`src/design/mwf_pkg.sv`:
```
// shared constants and types for the median window filter
package mwf_pkg;

  // field and register widths
  localparam int DATA_W   = 16;
  localparam int UPPER_W  = 17;
  localparam int LOWER_W  = 16;
  localparam int CFG_W    = 17;
  localparam int CFG_IDX_W = 1;

  // default window depth
  localparam int WINDOW_SIZE_DEF = 31;

  // register reset values
  localparam logic [UPPER_W-1:0] UPPER_RESET = UPPER_W'(15000);
  localparam logic [LOWER_W-1:0] LOWER_RESET = '0;

  // register indexes
  localparam logic [CFG_IDX_W-1:0] REG_UPPER = 1'b0;
  localparam logic [CFG_IDX_W-1:0] REG_LOWER = 1'b1;

  // control from the sequencer to the rank selector
  typedef struct packed {
    logic start;
    logic step;
  } mwf_sel_ctrl_t;

endpackage

```
`src/design/mwf_rank_sel.sv`:
```
// bit-serial rank selector: finds the median one bit per cycle while ctrl.step is high, msb first
module mwf_rank_sel #(
  parameter int WINDOW_SIZE = mwf_pkg::WINDOW_SIZE_DEF
) (
  input  logic                        clk,
  input  logic                        rst,
  input  mwf_pkg::mwf_sel_ctrl_t      ctrl,
  input  logic [WINDOW_SIZE-1:0]      msb,
  output logic [mwf_pkg::DATA_W-1:0]  median
);
  import mwf_pkg::*;

  localparam int CNT_W = $clog2(WINDOW_SIZE + 1);
  localparam logic [CNT_W-1:0] KMED = CNT_W'((WINDOW_SIZE - 1) / 2);

  logic [WINDOW_SIZE-1:0] cand;
  logic [WINDOW_SIZE-1:0] zeros;
  logic [CNT_W-1:0]       rank;
  logic [CNT_W-1:0]       zero_cnt;
  logic                   bit_one;

  // candidates whose current bit is zero, and how many there are
  always_comb begin
    zeros    = cand & ~msb;
    zero_cnt = CNT_W'($countones(zeros));
    bit_one  = (rank >= zero_cnt);
  end

  // narrow the candidate set by one bit per step
  always_ff @(posedge clk) begin
    if (rst) begin
      cand <= '0;
      rank <= '0;
    end else if (ctrl.start) begin
      cand <= '1;
      rank <= KMED;
    end else if (ctrl.step) begin
      if (bit_one) begin
        cand <= cand & msb;
        rank <= rank - zero_cnt;
      end else begin
        cand <= zeros;
      end
    end
  end

  // median bits shift in msb first
  always_ff @(posedge clk) begin
    if (ctrl.step) begin
      median <= {median[DATA_W-2:0], bit_one};
    end
  end

endmodule

```
`src/design/median_window_filter_with_cutoff.sv`:
```
// top level of the sliding window median filter with cut-off limits
//
// Input channel: sample with in_valid / in_stall. A transaction is taken
// when in_valid is high and in_stall is low; in_stall is high while an
// item is being worked on.
// Output channel: filtered_value and cut_off with out_valid / out_stall.
// Each input transaction yields exactly one output transaction.
// Configuration: cfg_we writes cfg_data to register cfg_index (0 upper
// limit, 1 lower limit); write only while the block is idle.
// Timing: the window holds one 16-bit shift lane per entry; the median is
// found one bit per cycle, msb first, so an item is loaded on acceptance,
// selected bit by bit in the selection state and registered in the done
// state, which raises out_valid once the output register is free; the next
// item is taken only after the block has returned to idle.
// A result waiting in the output register does not block the next input;
// a second result waits in the last stage until the output register frees.
// Reset clears the window to zero, the write position, the limits to their
// defaults (upper 15000, lower 0) and empties the output register.
module median_window_filter_with_cutoff #(
  parameter int WINDOW_SIZE = mwf_pkg::WINDOW_SIZE_DEF
) (
  input  logic                           clk,
  input  logic                           rst,
  input  logic                           in_valid,
  output logic                           in_stall,
  input  logic [mwf_pkg::DATA_W-1:0]     sample,
  output logic                           out_valid,
  input  logic                           out_stall,
  output logic [mwf_pkg::DATA_W-1:0]     filtered_value,
  output logic                           cut_off,
  input  logic                           cfg_we,
  input  logic [mwf_pkg::CFG_IDX_W-1:0]  cfg_index,
  input  logic [mwf_pkg::CFG_W-1:0]      cfg_data
);
  import mwf_pkg::*;

  localparam int POS_W = $clog2(WINDOW_SIZE);
  localparam int BIT_W = $clog2(DATA_W);
  localparam logic [POS_W-1:0] POS_LAST = POS_W'(WINDOW_SIZE - 1);
  localparam logic [BIT_W-1:0] BIT_LAST = BIT_W'(DATA_W - 1);

  typedef enum logic [1:0] {
    ST_IDLE,
    ST_SELECT,
    ST_DONE
  } state_t;

  state_t                 state;
  logic [BIT_W-1:0]       bit_cnt;
  logic [POS_W-1:0]       write_pos;
  logic [UPPER_W-1:0]     upper_limit;
  logic [LOWER_W-1:0]     lower_limit;
  logic [DATA_W-1:0]      lane [WINDOW_SIZE];
  logic [WINDOW_SIZE-1:0] msb;
  logic [DATA_W-1:0]      median;
  mwf_sel_ctrl_t          sel_ctrl;
  logic                   accept;
  logic                   out_free;
  logic                   cut;

  assign in_stall = (state != ST_IDLE);
  assign accept   = in_valid && (state == ST_IDLE);
  assign out_free = !out_valid || !out_stall;

  assign sel_ctrl.start = accept;
  assign sel_ctrl.step  = (state == ST_SELECT);

  // limit check on the finished median
  assign cut = ({1'b0, median} >= upper_limit) || (median <= lower_limit);

  // configuration registers
  always_ff @(posedge clk) begin
    if (rst) begin
      upper_limit <= UPPER_RESET;
      lower_limit <= LOWER_RESET;
    end else if (cfg_we) begin
      case (cfg_index)
        REG_UPPER: upper_limit <= cfg_data[UPPER_W-1:0];
        REG_LOWER: lower_limit <= cfg_data[LOWER_W-1:0];
        default: ;
      endcase
    end
  end

  // window lanes: load at the write position, rotate during selection
  always_ff @(posedge clk) begin
    if (rst) begin
      for (int i = 0; i < WINDOW_SIZE; i++) begin
        lane[i] <= '0;
      end
    end else if (accept) begin
      lane[write_pos] <= sample;
    end else if (state == ST_SELECT) begin
      for (int i = 0; i < WINDOW_SIZE; i++) begin
        lane[i] <= {lane[i][DATA_W-2:0], lane[i][DATA_W-1]};
      end
    end
  end

  // msb tap of each lane
  always_comb begin
    for (int i = 0; i < WINDOW_SIZE; i++) begin
      msb[i] = lane[i][DATA_W-1];
    end
  end

  // circular write position
  always_ff @(posedge clk) begin
    if (rst) begin
      write_pos <= '0;
    end else if (accept) begin
      write_pos <= (write_pos == POS_LAST) ? '0 : write_pos + 1'b1;
    end
  end

  mwf_rank_sel #(
    .WINDOW_SIZE(WINDOW_SIZE)
  ) u_rank_sel (
    .clk    (clk),
    .rst    (rst),
    .ctrl   (sel_ctrl),
    .msb    (msb),
    .median (median)
  );

  // sequencer and output register
  always_ff @(posedge clk) begin
    if (rst) begin
      state     <= ST_IDLE;
      bit_cnt   <= '0;
      out_valid <= 1'b0;
    end else begin
      if (out_valid && !out_stall && (state != ST_DONE)) begin
        out_valid <= 1'b0;
      end
      case (state)
        ST_IDLE: begin
          if (accept) begin
            bit_cnt <= '0;
            state   <= ST_SELECT;
          end
        end
        ST_SELECT: begin
          bit_cnt <= bit_cnt + 1'b1;
          if (bit_cnt == BIT_LAST) begin
            state <= ST_DONE;
          end
        end
        ST_DONE: begin
          if (out_free) begin
            out_valid      <= 1'b1;
            filtered_value <= cut ? '0 : median;
            cut_off        <= cut;
            state          <= ST_IDLE;
          end
        end
        default: state <= ST_IDLE;
      endcase
    end
  end

endmodule

```
`config.mk`:
```
export PLATFORM = sky130hd
export DESIGN_NAME = median_window_filter_with_cutoff
export DESIGN_NICKNAME = d
export VERILOG_FILES = /design/src/design/mwf_pkg.sv /design/src/design/mwf_rank_sel.sv /design/src/design/median_window_filter_with_cutoff.sv
export SDC_FILE = /design/constraint.sdc
export NUM_CORES = 1
export LEC_CHECK = 0
export ABC_AREA = 1
export BUFFER_PORTS_ARGS = -buffer_cell sky130_fd_sc_hd__buf_4
export CORE_UTILIZATION = 40
export DETAILED_ROUTE_END_ITERATION = 7
export PLACE_DENSITY = 0.55
export SLEW_MARGIN = 30
export SYNTH_ARGS = -nofsm -noshare
export SYNTH_HDL_FRONTEND = slang
export SYNTH_HIERARCHICAL = 1
export SYNTH_SLANG_ARGS = --single-unit
```
`constraint.sdc`:
```
create_clock -name clk -period 7.81 [get_ports clk]
set_input_delay 0.781 -clock clk [delete_from_list [all_inputs] [get_ports clk]]
set_output_delay 0.781 -clock clk [all_outputs]
set_load 0.005 [all_outputs]
```
==> flow_summary.yaml <==
clock_tree:
  clock_path_buffers: 3
  numCtsBuffers: 67
  cts_sinks: 610
  cts.reportedPaths.clkPinSlew_ps: 60
  cts_root_buffer: "clkbuf_16"
  post-cts-setup-buffers: 0
  postCtsHoldBufs: 0
  cts_htree_levels: 3
  cts_tree: "built"
  post_cts_resized: 0
  clkLatencyLatePin_ps: 610
worst_setup_path:
  startpoint_type: "flop"
  critical_path_class: "flop to flop"
  endpoint_kind: "flop"
  cp.arrival_ps: 6840
  path_max_fanout: 53
  cp.required_ps: 8290
global_routing:
  grt_pass1_wl_um: 104000
  busiest_layer: "met2"
  use_met2_pct: 29.0
  gr-usage-met1_pct: 26.9
  grt_max_degree: 230
  grt_pass1_vias: 18300
  grt_use_total_pct: 18.7
  met3_usage_pct: 2.85
  antenna_found_initial: 0
  grt_overflow: 0
synth:
  synth_warnings: 6
  syn_area_sq_um: 27600
  synth_seq_cells: 610
  synth-seq-area-share_pct: 63.5
  synthesis.nets: 2788
  yosysUniqueCellTypes: 38
  avgSynthCellArea_sq_um: 10.3
  synthCells: 2667
floorplanning:
  die_y_um: 265
  die_area_sq_um: 70000
  die_x_um: 265
  pin_count: 58
  initial_core_util_pct: 40.8
  std_cell_rows: 95
  core-area_sq_um: 67600
timing:
  slew_headroom_pct: 30.3
  drv_slew: 0
  fin_crit_sh_pct: 81.4
  fin_setup_tns_ps: 0
  finalSetupViolations: 0
  min_period_ps: 6360
  max_freq_mhz: 157
  skew_ps: 23.9
  rsz0062_at_grt: "no"
  timing_hold_violations_final: 0
  fin_hold_ws_ps: 393
  tightest_slew_ps: 1040
power:
  power.density_nw_per_um2: 383
  p_int_w: 0.00709
  worst_ir_drop_vdd_uv: 881
  power.clock.fraction_pct: 25.5
  p_switching_w: 0.00461
  swShare_pct: 39.4
  power_frac_comb_pct: 39.4
  leakagePower_nw: 11.7
  seq_power_share_pct: 35.1
  p_total_w: 0.0117
run:
  drv_cap: 0
detailed_routing:
  drt_iter0_markers: 1622
  drt_wl_total_um: 65000
  wl_per_cell_um: 18.3
  vias: 19000
  postRouteAntennaNets: 0
  drc: 0
  routed_via_density: 5.35
  drtPass1Iterations: 5
placed_design:
  dp_hpwl_um: 36000
  numPortBuffers: 57
  place.gp.congestion: 0.811
cells_and_area:
  fillers: 6291
  drive_gt1_share_pct: 7.68
  regArea_sq_um: 17500
  areaGrowthSynthToFinish_pct: 10.9
  multi_input_area_sq_um: 8440
  nNetsFinal: 2751
hold_path:
  hold_path.class: "input pin to flop"
outcome:
  outcome: "finished, final reports clean"
## synth_stat cells (all sizes together)
library cell | n | area share, %
a211oi | 1 | 0.027
a21o | 2 | 0.054
a21oi | 79 | 1.4
a221oi | 1 | 0.032
a31oi | 1 | 0.023
a32o | 1 | 0.036
buf | 58 | 1.1
clkbuf | 135 | 1.8
clkinv | 1 | 0.014
dfxtp | 81 | 5.9
edfxtp | 529 | 58
fa | 23 | 1.7
ha | 59 | 2.7
inv | 221 | 3.0
nand2 | 501 | 6.9
nand3 | 241 | 4.4
nand4 | 14 | 0.39
nor2 | 118 | 1.8
nor3 | 8 | 0.22
o211ai | 7 | 0.19
o21ai | 577 | 10
o31ai | 1 | 0.027
or2 | 1 | 0.023
xnor2 | 4 | 0.13
xor2 | 3 | 0.095
## through the flow
| stage | instance area, sq um | worst slack, ps | std cells | utilization (%) |
|---|---|---|---|---|
| after floorplan | 27600 | 2220 | 2667 | - |
| after global placement | 28500 | 1580 | 3433 | 42.2 |
| after detailed placement | 28500 | 1480 | 3433 | 42.2 |
| after CTS | 30500 | 1440 | 3555 | 45.2 |
| after global routing | 30600 | 1040 | 3556 | 45.2 |
| final | 30600 | 1450 | 3557 | 45.2 |
## registers in the layout (all words and copies together), names as in the netlist
register	count
state	2
bit_cnt	4
u_rank_sel/median	16
u_rank_sel/cand	31
write_pos	5
lower_limit	16
upper_limit	17
u_rank_sel/rank	5
filtered_value	16
cut_off	1
out_valid	1
lane	496
## placed cells by master, fill, tap and decap left out, types with 3 or more instances in the layout
cell type	n
edfxtp_1	529
fa_1	23
o211ai_1	7
buf_4	84
nand3_1	240
inv_1	214
nand4_2	3
nand4_1	11
xnor2_1	4
nor2_1	108
nor2_2	4
nand2_1	496
clkbuf_16	68
nand2_2	3
a21oi_1	79
inv_6	6
ha_1	59
clkbuf_1	18
nor2_4	6
o21ai_1	19
inv_2	6
dfxtp_1	81
clkinv_1	16
nor3_1	5
xor2_1	3
o21ai_0	558
clkinv_2	11
## critical path, stage by stage, from the launching register on
cell	delay, ps
edfxtp_1	410
nor2_1	120
inv_1	70
fa_1	530
inv_1	40
ha_1	290
fa_1	530
inv_1	50
fa_1	550
fa_1	430
fa_1	490
inv_1	40
ha_1	210
fa_1	470
nand3_1	100
nand2_1	70
xor2_1	150
ha_1	330
nand2_1	70
nand2_1	80
nor2_4	350
nand2_4	420
nand2_1	190
nand2_1	70
nor2_1	110
nor2_1	50
## worst paths after layout
check                           cells past startpoint                  to           start  slack, ps
worst min-delay path                                3     upper_limit[11]    cfg_data[11]        390
worst max-delay path                               25  u_rank_sel/cand[5]     lane[7][15]       1450
worst max register to register                     25  u_rank_sel/cand[5]     lane[7][15]       1450
worst min register to register                      2      upper_limit[1]  upper_limit[1]        460
## routing by layer
layer | up-vias | part of all wire, %
met5 | - | 0
met4 | 0 | 2.0
met3 | 89 | 5.0
met2 | 424 | 45
met1 | 9341 | 48
li1 | 9166 | -
## logic make-up after synthesis
logic type,Yosys count,synth area share [%]
simple gates,883,13.7
compound gates,670,12.3
buf+inv,415,5.96
flops,610,63.5
fa+ha+maj,82,4.35
xor+xnor,7,0.222
## final cells by class
cell class	count	share of cell area, %
multi-input combinational	1642	27.6
timing repair buffer	87	2.25
inverter	222	2.74
clock inverter	35	0.777
clock buffer	87	5.83
sequential	610	57.2
antenna	1	0.00818
tap	873	3.57
## power by group through the flow
stage | sequential (W) | clock [W] | combinational, W
floorplan | 0.00412 | 0 | 0.00449
global placement | 0.00417 | 0 | 0.00450
detailed placement | 0.00418 | 0 | 0.00455
CTS | 0.00411 | 0.00305 | 0.00456
global route | 0.00415 | 0.00317 | 0.00505
finish | 0.00411 | 0.00298 | 0.00461
(Power assumes the default switching activity.)
